### src/hmct_pkg.sv
package hmct_pkg;

  typedef enum logic [18:0] {
    ST_INITIAL    = 19'h00001,
    ST_TEXT       = 19'h00002,
    ST_TAG_START  = 19'h00004,
    ST_SLASH      = 19'h00008,
    ST_OPEN_NAME  = 19'h00010,
    ST_CLOSE_NAME = 19'h00020,
    ST_NAME_DONE  = 19'h00040,
    ST_ATTR       = 19'h00080,
    ST_ATTR_DONE  = 19'h00100,
    ST_EQUALS     = 19'h00200,
    ST_VALUE      = 19'h00400,
    ST_QVALUE     = 19'h00800,
    ST_VALUE_DONE = 19'h01000,
    ST_TAG_END    = 19'h02000,
    ST_ENT_START  = 19'h04000,
    ST_ENT        = 19'h08000,
    ST_ENT_END    = 19'h10000,
    ST_BANG       = 19'h20000,
    ST_COMMENT    = 19'h40000
  } tok_state_t;

  typedef enum logic [3:0] {
    ACT_NONE         = 4'd0,
    ACT_TEXT_START   = 4'd1,
    ACT_TEXT_FLUSH   = 4'd2,
    ACT_TAG_CHAR     = 4'd3,
    ACT_ATTR_CHAR    = 4'd4,
    ACT_VALUE_CHAR   = 4'd5,
    ACT_PAIR_DONE    = 4'd6,
    ACT_TAG_DONE     = 4'd7,
    ACT_ENTITY_CHAR  = 4'd8,
    ACT_ENTITY_DONE  = 4'd9,
    ACT_COMMENT_CHAR = 4'd10,
    ACT_COMMENT_END  = 4'd11,
    ACT_TEXT_DROPPED = 4'd12
  } action_t;

  localparam logic [4:0] CODE_INITIAL = 5'd0;

  localparam logic [7:0] CH_LT    = 8'h3C;
  localparam logic [7:0] CH_GT    = 8'h3E;
  localparam logic [7:0] CH_AMP   = 8'h26;
  localparam logic [7:0] CH_SEMI  = 8'h3B;
  localparam logic [7:0] CH_DASH  = 8'h2D;
  localparam logic [7:0] CH_BANG  = 8'h21;
  localparam logic [7:0] CH_SLASH = 8'h2F;
  localparam logic [7:0] CH_EQ    = 8'h3D;
  localparam logic [7:0] CH_QUOTE = 8'h22;
  localparam logic [7:0] CH_SPACE = 8'h20;
  localparam logic [7:0] CH_NBSP  = 8'hA0;
  localparam logic [7:0] CH_TAB   = 8'h09;
  localparam logic [7:0] CH_CR    = 8'h0D;

  typedef struct packed {
    tok_state_t  st;
    logic        inside_tag;
    logic        tag_is_closing;
    logic        inside_entity;
    logic        text_pending;
    logic        value_pending;
    logic [7:0]  recent0;
    logic [7:0]  recent1;
    logic [1:0]  recent_count;
  } ctx_t;

  localparam ctx_t CTX_RESET = '{
    st: ST_INITIAL, inside_tag: 1'b0, tag_is_closing: 1'b0, inside_entity: 1'b0,
    text_pending: 1'b0, value_pending: 1'b0, recent0: 8'h00, recent1: 8'h00,
    recent_count: 2'd0
  };

  typedef struct packed {
    logic [4:0] parser_state;
    action_t    action;
    logic       process_char;
    logic       closing_tag;
    logic       name_restart;
    logic       value_pending;
    logic [7:0] char_echo;
  } result_t;

  function automatic logic is_blank(input logic [7:0] c);
    return (c >= CH_TAB && c <= CH_CR) || c == CH_SPACE || c == CH_NBSP;
  endfunction

  // Dense state number from the one-hot code.
  function automatic logic [4:0] state_code(input tok_state_t s);
    logic [4:0] code;
    code = '0;
    for (int i = 0; i < 19; i++) begin
      if (s[i]) code = code | 5'(i);
    end
    return code;
  endfunction

endpackage

### src/hmct_step.sv
module hmct_step (
  input  logic [7:0]       char_code,
  input  hmct_pkg::ctx_t   ctx,
  output hmct_pkg::ctx_t   ctx_next,
  output hmct_pkg::result_t res
);

  hmct_pkg::tok_state_t st;
  hmct_pkg::ctx_t       nx;
  hmct_pkg::action_t    act;
  logic                 proc;
  logic                 comment_gt;
  logic                 restart;
  logic                 vpend;
  logic                 dash_pair;

  assign dash_pair = ctx.recent_count == 2'd2 && ctx.recent0 == hmct_pkg::CH_DASH &&
                     ctx.recent1 == hmct_pkg::CH_DASH;

  always_comb begin
    st         = ctx.st;
    nx         = ctx;
    act        = hmct_pkg::ACT_NONE;
    proc       = 1'b1;
    comment_gt = 1'b0;
    restart    = 1'b0;
    vpend      = 1'b0;

    // Inspection: new state and whether the byte reaches the action stage.
    if (ctx.st == hmct_pkg::ST_COMMENT) begin
      if (char_code == hmct_pkg::CH_GT) comment_gt = 1'b1;
    end else if (char_code == hmct_pkg::CH_LT) begin
      nx.tag_is_closing = 1'b0;
      nx.inside_tag     = 1'b1;
      st                = hmct_pkg::ST_TAG_START;
    end else if (ctx.inside_tag) begin
      if (char_code == hmct_pkg::CH_SLASH) begin
        if (st == hmct_pkg::ST_TAG_START) begin
          nx.tag_is_closing = 1'b1;
          st                = hmct_pkg::ST_SLASH;
          proc              = 1'b0;
        end
      end else if (char_code == hmct_pkg::CH_EQ) begin
        if (st != hmct_pkg::ST_VALUE && st != hmct_pkg::ST_QVALUE) begin
          st   = hmct_pkg::ST_EQUALS;
          proc = 1'b0;
        end
      end else if (char_code == hmct_pkg::CH_QUOTE) begin
        if (st == hmct_pkg::ST_EQUALS) begin
          st   = hmct_pkg::ST_QVALUE;
          proc = 1'b0;
        end else begin
          st = hmct_pkg::ST_VALUE_DONE;
        end
      end else if (char_code == hmct_pkg::CH_GT) begin
        st            = hmct_pkg::ST_TAG_END;
        nx.inside_tag = 1'b0;
      end else if (char_code == hmct_pkg::CH_BANG) begin
        if (st == hmct_pkg::ST_TAG_START) begin
          st   = hmct_pkg::ST_BANG;
          proc = 1'b0;
        end
      end else if (hmct_pkg::is_blank(char_code)) begin
        if (st == hmct_pkg::ST_OPEN_NAME || st == hmct_pkg::ST_CLOSE_NAME) begin
          st   = hmct_pkg::ST_NAME_DONE;
          proc = 1'b0;
        end else if (st == hmct_pkg::ST_ATTR) begin
          st   = hmct_pkg::ST_ATTR_DONE;
          proc = 1'b0;
        end else if (st == hmct_pkg::ST_VALUE) begin
          st = hmct_pkg::ST_VALUE_DONE;
        end
      end else if (st == hmct_pkg::ST_BANG && char_code == hmct_pkg::CH_DASH) begin
        st   = hmct_pkg::ST_COMMENT;
        proc = 1'b0;
      end else begin
        unique case (st)
          hmct_pkg::ST_TAG_START:  st = hmct_pkg::ST_OPEN_NAME;
          hmct_pkg::ST_SLASH:      st = hmct_pkg::ST_CLOSE_NAME;
          hmct_pkg::ST_EQUALS:     st = hmct_pkg::ST_VALUE;
          hmct_pkg::ST_NAME_DONE:  st = hmct_pkg::ST_ATTR;
          hmct_pkg::ST_ATTR_DONE: begin
            restart = 1'b1;
            st      = hmct_pkg::ST_ATTR;
          end
          hmct_pkg::ST_VALUE_DONE: st = hmct_pkg::ST_ATTR;
          default: ;
        endcase
      end
    end else if (char_code == hmct_pkg::CH_AMP) begin
      st               = hmct_pkg::ST_ENT_START;
      nx.inside_entity = 1'b1;
      proc             = 1'b0;
      if (ctx.text_pending) act = hmct_pkg::ACT_TEXT_DROPPED;
      nx.text_pending  = 1'b0;
    end else if (ctx.inside_entity) begin
      if (char_code == hmct_pkg::CH_SEMI) begin
        st               = hmct_pkg::ST_ENT_END;
        nx.inside_entity = 1'b0;
      end else begin
        st = hmct_pkg::ST_ENT;
      end
    end else begin
      if (st == hmct_pkg::ST_TEXT) begin
        proc = 1'b0;
      end else if (st == hmct_pkg::ST_TAG_END || st == hmct_pkg::ST_ENT_END ||
                   st == hmct_pkg::ST_INITIAL) begin
        st = hmct_pkg::ST_TEXT;
      end
    end

    // Action stage.
    if (proc) begin
      if (comment_gt) begin
        if (dash_pair) begin
          st            = hmct_pkg::ST_INITIAL;
          nx.inside_tag = 1'b0;
          act           = hmct_pkg::ACT_COMMENT_END;
        end else begin
          st = hmct_pkg::ST_COMMENT;
        end
      end else begin
        unique case (st)
          hmct_pkg::ST_TEXT: begin
            nx.text_pending = 1'b1;
            act             = hmct_pkg::ACT_TEXT_START;
          end
          hmct_pkg::ST_OPEN_NAME, hmct_pkg::ST_CLOSE_NAME: act = hmct_pkg::ACT_TAG_CHAR;
          hmct_pkg::ST_ENT_END: act = hmct_pkg::ACT_ENTITY_DONE;
          hmct_pkg::ST_ENT:     act = hmct_pkg::ACT_ENTITY_CHAR;
          hmct_pkg::ST_ATTR:    act = hmct_pkg::ACT_ATTR_CHAR;
          hmct_pkg::ST_VALUE, hmct_pkg::ST_QVALUE: begin
            nx.value_pending = 1'b1;
            act              = hmct_pkg::ACT_VALUE_CHAR;
          end
          hmct_pkg::ST_VALUE_DONE: begin
            nx.value_pending = 1'b0;
            act              = hmct_pkg::ACT_PAIR_DONE;
          end
          hmct_pkg::ST_TAG_START: begin
            if (ctx.text_pending) begin
              nx.text_pending = 1'b0;
              act             = hmct_pkg::ACT_TEXT_FLUSH;
            end
          end
          hmct_pkg::ST_TAG_END: begin
            vpend            = ctx.value_pending;
            nx.value_pending = 1'b0;
            act              = hmct_pkg::ACT_TAG_DONE;
          end
          hmct_pkg::ST_COMMENT: begin
            if (ctx.recent_count == 2'd2) begin
              nx.recent0 = ctx.recent1;
              nx.recent1 = char_code;
            end else begin
              if (ctx.recent_count[0]) nx.recent1 = char_code;
              else nx.recent0 = char_code;
              nx.recent_count = 2'(ctx.recent_count + 2'd1);
            end
            act = hmct_pkg::ACT_COMMENT_CHAR;
          end
          default: ;
        endcase
      end
    end

    nx.st = st;
  end

  assign ctx_next          = nx;
  assign res.parser_state  = hmct_pkg::state_code(st);
  assign res.action        = act;
  assign res.process_char  = proc;
  assign res.closing_tag   = nx.tag_is_closing;
  assign res.name_restart  = restart;
  assign res.value_pending = vpend;
  assign res.char_echo     = char_code;

endmodule

### src/html_markup_char_tokenizer.sv
// Channel   Dir  Width  Contents
// s_*       in   8      char_code
// m_*       out  24     parser_state, action, process_char, closing_tag,
//                       name_restart, value_pending, char_echo
//
// Every beat is registered on entry; its result is registered in the output register once the output can take it.
// One beat is taken per cycle while the output is not stalled; the tokenizer context updates once per beat.
// A stalled output holds its beat while one more input beat waits in the entry register.
// Synchronous reset returns the tokenizer to its initial state and empties both registers.
module html_markup_char_tokenizer (
  input  logic        clk,
  input  logic        rst,
  input  logic        s_tvalid,
  output logic        s_tready,
  input  logic [7:0]  s_tdata,   // [7:0] char_code
  output logic        m_tvalid,
  input  logic        m_tready,
  output logic [23:0] m_tdata    // [4:0] parser_state, [8:5] action, [9] process_char,
                                 // [10] closing_tag, [11] name_restart,
                                 // [12] value_pending, [20:13] char_echo, [23:21] zero
);

  logic              in_valid;
  logic [7:0]        in_char;
  logic              out_valid;
  logic [23:0]       out_data;
  logic              advance;
  hmct_pkg::ctx_t    ctx;
  hmct_pkg::ctx_t    ctx_next;
  hmct_pkg::result_t res;

  assign advance  = in_valid && (!out_valid || m_tready);
  assign s_tready = !in_valid || advance;
  assign m_tvalid = out_valid;
  assign m_tdata  = out_data;

  hmct_step u_step (
    .char_code (in_char),
    .ctx       (ctx),
    .ctx_next  (ctx_next),
    .res       (res)
  );

  always_ff @(posedge clk) begin
    if (rst) begin
      in_valid  <= 1'b0;
      out_valid <= 1'b0;
      ctx       <= hmct_pkg::CTX_RESET;
    end else begin
      if (s_tready) in_valid <= s_tvalid;
      if (advance) begin
        out_valid <= 1'b1;
        ctx       <= ctx_next;
      end else if (m_tready) begin
        out_valid <= 1'b0;
      end
    end
  end

  always_ff @(posedge clk) begin
    if (s_tvalid && s_tready) in_char <= s_tdata;
    if (advance) begin
      out_data <= {3'b000, res.char_echo, res.value_pending, res.name_restart,
                   res.closing_tag, res.process_char, res.action, res.parser_state};
    end
  end

endmodule

### config.mk
export PLATFORM = sky130hd
export DESIGN_NAME = html_markup_char_tokenizer
export DESIGN_NICKNAME = d
export VERILOG_FILES = /design/src/hmct_pkg.sv /design/src/hmct_step.sv /design/src/html_markup_char_tokenizer.sv
export SDC_FILE = /design/constraint.sdc
export NUM_CORES = 1
export LEC_CHECK = 0
export BUFFER_PORTS_ARGS = -buffer_cell sky130_fd_sc_hd__buf_2
export CORE_UTILIZATION = 61
export CTS_CLUSTER_SIZE = 30
export DETAILED_ROUTE_END_ITERATION = 10
export PLACE_DENSITY = 0.88
export SLEW_MARGIN = 20
export SYNTH_ARGS = -nofsm -noshare
export SYNTH_HDL_FRONTEND = slang
export SYNTH_SLANG_ARGS = --single-unit
### constraint.sdc
create_clock -name clk -period 4.4 [get_ports clk]
set_clock_uncertainty 0.05 [all_clocks]
set_input_delay 0.66 -clock clk [delete_from_list [all_inputs] [get_ports clk]]
set_output_delay 0.66 -clock clk [all_outputs]
set_load 0.05 [all_outputs]
---- Yosys cells after proc, flatten, opt, wreduce, memory -nomap -nowiden ----
Index checks and enable logic that the tools add are counted.
cells by class
  add/sub/neg operators ................... 1
  magnitude comparators ................... 2
  eq/ne operators ......................... 45
  muxes and demuxes ....................... 104
  bitwise operators ....................... 7
  reductions and logical operators ........ 31
operators by type and width
  kind                                                               count
  19-bit 2-to-1 mux                                                  23
  8-bit by 6-bit == test with 1-bit output, second input constant    12
  19-bit case mux with 4 select lines                                1
  4-bit 2-to-1 mux                                                   18
  20-bit 2-to-1 mux                                                  2
  4-bit case mux with 10 select lines                                1
  19-bit by 11-bit == test with 1-bit output, second input constant  2
  19-bit by 13-bit == test with 1-bit output, second input constant  2
  19-bit by 14-bit == test with 1-bit output, second input constant  2
  19-bit by 17-bit == test with 1-bit output, second input constant  2
  19-bit == test, second input constant                              2
  19-bit by 2-bit == test with 1-bit output, second input constant   2
  19-bit by 3-bit == test with 1-bit output, second input constant   2
  19-bit by 5-bit == test with 1-bit output, second input constant   2
  19-bit by 6-bit == test with 1-bit output, second input constant   2
  19-bit by 8-bit == test with 1-bit output, second input constant   2
  1-bit 2-to-1 mux                                                   38
  19-bit by 1-bit == test with 1-bit output, second input constant   1
  19-bit by 10-bit == test with 1-bit output, second input constant  1
  19-bit by 12-bit == test with 1-bit output, second input constant  1
  19-bit by 16-bit == test with 1-bit output, second input constant  1
  19-bit by 18-bit == test with 1-bit output, second input constant  1
  19-bit by 4-bit == test with 1-bit output, second input constant   1
  19-bit by 7-bit == test with 1-bit output, second input constant   1
  28 further kinds                                                   68
word-level totals
  flip-flop bits (word level) ............. 73
  input port bits ......................... 12
  output and inout bits ................... 26
  logic and storage cells ................. 207

---- Logic depth before layout (Yosys ltp) ----
  depth in word-level cells ............... 32
  mapped depth ............................ 14
  depth with buffers taken out ............ 11

---- Hierarchy ----
From an unflattened synthesis, not the netlist that was laid out.
unflattened totals
  cell total of the unflattened synthesis .. 662
  area, all modules ....................... 5,759.3 µm²
modules (own cells, without submodules)
  module                      times used  cells each  area an instance (µm²)  seq. area each (µm²)
  hmct_step                   1           437         2,900.3                 0.0
  html_markup_char_tokenizer  1           225         2,859.0                 1,751.7

---- Least setup slack after synthesis ----
OpenSTA, ideal clock, no wires.
  kind .................................... flip-flop to flip-flop
  start ................................... register in_char[7]
  end ..................................... register ctx[14] (netlist name)
  library setup time ...................... 128 ps
  data arrival time ....................... 3,231 ps
  data required time ...................... 4,222 ps
  path slack .............................. 992 ps
  stages on the path, launching flop included .. 13
  buffers on the path ..................... 2
  clock period less this slack ............ 3,408 ps
  cells stage by stage .................... edfxtp_1 buf_2 or4b_4 nor3_4 nor2_1 a221oi_1 o21ai_0 nor3_4 nand4_2 or4_1 buf_6 mux2i_1 nor2_1
between the ends
  cells in the longest elaborated chain, start to end .. 15
RTL lines
  element                                                                                                                             line                              source
  from (decl)                                                                                                                         html_markup_char_tokenizer.sv:24  logic [7:0] in_char;
  from (signal assigned)                                                                                                              html_markup_char_tokenizer.sv:61  if (s_tvalid && s_tready) in_char <= s_tdata;
  8-bit by 4-bit >= comparator with 1-bit output / 8-bit by 4-bit less-or-equal comparator with 1-bit output (equally long branches)  hmct_pkg.sv:86                    return (c >= CH_TAB && c <= CH_CR) || c == CH_SPACE || c == CH_NBSP;
  1-bit logical AND                                                                                                                   hmct_pkg.sv:86
  1-bit logical OR (2 in series)                                                                                                      hmct_pkg.sv:86
  19-bit 2-to-1 mux                                                                                                                   hmct_step.sv:63                   end else if (hmct_pkg::is_blank(char_code)) begin
  19-bit 2-to-1 mux                                                                                                                   hmct_step.sv:58                   end else if (char_code == hmct_pkg::CH_BANG) begin
  19-bit 2-to-1 mux                                                                                                                   hmct_step.sv:55                   end else if (char_code == hmct_pkg::CH_GT) begin
  19-bit 2-to-1 mux                                                                                                                   hmct_step.sv:48                   end else if (char_code == hmct_pkg::CH_QUOTE) begin
  19-bit 2-to-1 mux                                                                                                                   hmct_step.sv:43                   end else if (char_code == hmct_pkg::CH_EQ) begin
  19-bit 2-to-1 mux                                                                                                                   hmct_step.sv:37                   if (char_code == hmct_pkg::CH_SLASH) begin
  19-bit 2-to-1 mux                                                                                                                   hmct_step.sv:36                   end else if (ctx.inside_tag) begin
  19-bit 2-to-1 mux                                                                                                                   hmct_step.sv:32                   end else if (char_code == hmct_pkg::CH_LT) begin
  19-bit 2-to-1 mux                                                                                                                   hmct_step.sv:30                   if (ctx.st == hmct_pkg::ST_COMMENT) begin
  19-bit == test                                                                                                                      hmct_step.sv:123                  unique case (st)
  5-bit AND reduction (no line) *                                                                                                     --
Mark *: on every way between the ends. The rest lies on a longest branch, timed or not.
A chain may end at the register's enable or synchronous reset.

---- Worst setup path after layout ----
  start ................................... register in_char[4]
  end ..................................... register ctx[15] (netlist name)
between the ends
  cells in the longest elaborated chain, start to end .. 15
RTL lines
  element                                                                                                                             line
  8-bit by 4-bit >= comparator with 1-bit output / 8-bit by 4-bit less-or-equal comparator with 1-bit output (equally long branches)  hmct_pkg.sv:86
  1-bit logical AND                                                                                                                   hmct_pkg.sv:86
  1-bit logical OR (2 in series)                                                                                                      hmct_pkg.sv:86
  19-bit 2-to-1 mux                                                                                                                   hmct_step.sv:63
  19-bit 2-to-1 mux                                                                                                                   hmct_step.sv:58
  19-bit 2-to-1 mux                                                                                                                   hmct_step.sv:55
  19-bit 2-to-1 mux                                                                                                                   hmct_step.sv:48
  19-bit 2-to-1 mux                                                                                                                   hmct_step.sv:43
  19-bit 2-to-1 mux                                                                                                                   hmct_step.sv:37
  19-bit 2-to-1 mux                                                                                                                   hmct_step.sv:36
  19-bit 2-to-1 mux                                                                                                                   hmct_step.sv:32
  19-bit 2-to-1 mux                                                                                                                   hmct_step.sv:30
  19-bit == test                                                                                                                      hmct_step.sv:123
  5-bit AND reduction (no line) *                                                                                                     --
Marks and branches as above.

==> flow_summary.yaml <==
run_status:
  status: "complete, no violations"
final_layout:
  final_common_cell: "sky130_fd_sc_hd__nor2_1"
  antenna-diode-count: 0
  final_cell_count_no_fill: 752
  final_net_count: 659
  layout.cells.most_common_list: "sky130_fd_sc_hd__nor2_1 (78), sky130_fd_sc_hd__nand2_1 (55), sky130_fd_sc_hd__dfxtp_1 (44)"
  filler_cell_count: 629
  postLayoutCoreUtil_pct: 71.7
  layout-area-overhead-vs-synth_pct: 12.4
  drive_gt1_share_pct: 20.2
sta:
  fin_worst_hold_slack_ns: 0.401
  remaining_max_slew_budget_at_the_tightest_pin_pct: 42.5
  worst_slew_pin_slew_ns: 0.862
  finalMaxSlewViolations: 0
  timing.final.setup_violations: 0
  fmax_ghz: 0.231
  final_period_minus_worst_setup_slack_ns: 4.33
  layout_setup_ws_ns: 0.0672
  final_count_of_hold_timing_violations: 0
  fin_tns_setup_ns: 0
  finalCritPeriodShare_pct: 98.5
logic_synthesis:
  synth_area_mm2: 0.00498
  yosys-mux-area-fraction_pct: 5.00
  synthArstFlopShare_pct: 0
  post_synth.cell_area_avg_um2: 8.32
  synth.lib_cells_used.distinct: 84
  synth_top_family_by_area: "simple AND/OR/NAND/NOR gates"
  postSynthRegisterBits: 73
  synthesis.yosys.warnings: 0
  synthesized_instance_count: 599
  synthesized_area_fraction_occupied_by_xor_and_xnor_cells_pct: 1.93
  synth_fa_ha_area_share_pct: 0.502
  synth-simple-area-share_pct: 35.6
  synth-seq-area-share_pct: 35.2
  yosys_most_used_dff: "sky130_fd_sc_hd__dfxtp_1"
  synth_compound_gate_area_share_pct: 16.7
  synth_enable_flop_cells: 29
worst_setup_path:
  max_stage_delay_ns: 0.81
  crit-reg2reg-launch: "in_char[4]"
  crit_path_end_kind: "flip-flop"
  critPathTopFamily: "simple AND/OR/NAND/NOR gates"
  regToRegSetupSlack_ns: 0.07
  worst-r2r-cell-count: 11
  worst-endpoint-required_ns: 4.57
  timing.critical_path.from_type: "flip-flop"
  critical_path.cell_chain: "nor3_1 -> o2111ai_1 -> a21boi_1 -> nand3_1 -> o22ai_1 -> a32o_2 -> nor3b_4 -> nand3_2 -> or4_1 -> mux2i_1 -> nor2_1"
  worst-endpoint-arrival_ns: 4.50
  path_class: "reg2reg"
  path_buf_inv: 0
  cpMaxStageDelayCell: "sky130_fd_sc_hd__or4_1"
  cp_max_fo: 12
  r2r_end: "ctx[15]"
floorplanning:
  rows: 32
  core_mm2: 0.00781
  pin_count: 38
  die_area_mm2: 0.00853
  initial_utilization_pct: 63.8
  die_y_um: 92.4
  die_width_um: 92.4
cts:
  htree_levels: 3
  path_clk_slew_ns: 0.09
  master_cell_of_the_clock_root_buffer: "sky130_fd_sc_hd__clkbuf_8"
  clkLatencyLatePin_ns: 0.38
  hold_buffers: 0
  tritoncts: "done"
  cts_made_buffers: 9
  clockBufferDepth: 2
  numClockSinks: 73
routing:
  routedWlPerCell_um: 22.3
  routed_wirelength_um: 16800
  dr.first_iter.drc_count: 912
  antenna_left: 0
  vias: 5320
  via_per_inst: 7.07
  remaining_drc_errors: 0
  drt_first_pass_iters: 7
place:
  post-place-cells: 731
  gpl.final_weighted_congestion: 1.10
  dp_hpwl_um: 12100
  place_worst_setup_slack_ns: 0.156
  port_buffers: 34
grt:
  grt_remaining_overflow: 0
  first_global_vias: 4970
  grtUsageTotal_pct: 40.9
  grt_antenna_before_repair: 0
  grt_max_degree: 46
  wire_length_of_the_first_global_routing_pass_um: 26600
min_path:
  hold-path-endpoint: "in_char[1]"
  hold_class: "in2reg"
  hold_start: "s_tdata[1]"
  timing.hold.worst_path_depth: 1
pwr:
  total_leakage_power_nw: 2.11
  pwr_density_cell_mw_per_mm2: 288
  ir_worst_vdd_mv: 0.196
run:
  max_cap_violations: 0
[power breakdown]
part | internal, W | switching (W) | leakage [nW]
Clock | 0.000215 | 0.000300 | 0.0934
Sequential | 0.000730 | 0.0000276 | 0.630
Combinational | 0.000111 | 0.000230 | 1.39
[worst max-delay path by stage]
stage	to	slack [ns]	start	depth (start not counted)
4_1_cts	ctx[12]	0.10	in_char[1]	11
5_1_grt	ctx[15]	-0.01	ctx[27]	11
3_3_place_gp	ctx[11]	0.11	ctx[39]	11
6_report	ctx[15]	0.07	in_char[4]	11
3_5_place_dp	ctx[12]	0.16	in_char[1]	11
2_1_floorplan	ctx[14]	0.99	in_char[7]	12
[synthesized netlist by cell type (13+ instances only)]
library cell               count  share of area (%)
sky130_fd_sc_hd__nor2_1       78                5.9
sky130_fd_sc_hd__nand2_1      55                4.1
sky130_fd_sc_hd__dfxtp_1      44                 18
sky130_fd_sc_hd__a21oi_1      33                3.3
sky130_fd_sc_hd__edfxtp_1     29                 17
sky130_fd_sc_hd__nand3_1      28                2.8
sky130_fd_sc_hd__clkbuf_1     27                2.0
sky130_fd_sc_hd__nor3_1       23                2.3
sky130_fd_sc_hd__o21ai_0      22                2.2
sky130_fd_sc_hd__mux2i_1      17                3.4
sky130_fd_sc_hd__nor4_1       17                2.1
sky130_fd_sc_hd__a211oi_1     13                2.0
sky130_fd_sc_hd__and2_1       13                1.6
sky130_fd_sc_hd__nand4_1      13                1.6
[layout make-up]
type	instances	area, um2	share of cell area [%]
multi-input combinational	474	3010	53.8
sequential	73	1750	31.3
timing repair buffer	75	478	8.54
tap	102	128	2.28
clock buffer	9	124	2.21
clock inverter	7	57.6	1.03
inverter	12	45.0	0.805
[routing by layer]
metal / wire length, um / GRT usage (%) / vias up
li1: - / - / 2322
met1: 6300 / 54.7 / 2432
met2: 7280 / 61.5 / 469
met3: 2310 / 10.0 / 97
met4: 872 / 20.1 / 0
met5: 0 / 0 / -
[per-stage QoR]
stage | area [um2] | total power (W)
after CTS | 5540 | 0.00159
after floorplan | 4990 | 0.00100
after global routing | 5600 | 0.00167
final | 5600 | 0.00161
after detailed placement | 5360 | 0.00109
after global placement | 5360 | 0.00109
[sequential cells by signal, indices dropped and copies added, names as in the netlist]
name / count
ctx: 42
m_tdata: 21
in_char: 8
in_valid: 1
m_tvalid: 1
[timing repair]
action	in CTS	in global routing
resized for setup	0	3
buffers inserted	0	4
setup endpoints to repair	0	12
[cells by family (layout without fill, tap and decap cells)]
group | count (synthesis) | count (layout)
buffers and inverters | 55 | 103
xor gates and xnor gates | 11 | 11
AOI/OAI and AO/OA | 123 | 123
other | 1 | 3
and+or+nand+nor | 310 | 311
muxes | 24 | 24
DFF | 73 | 73
adders and majority gates | 2 | 2
No activity file was read; power rests on OpenSTA's default activity.
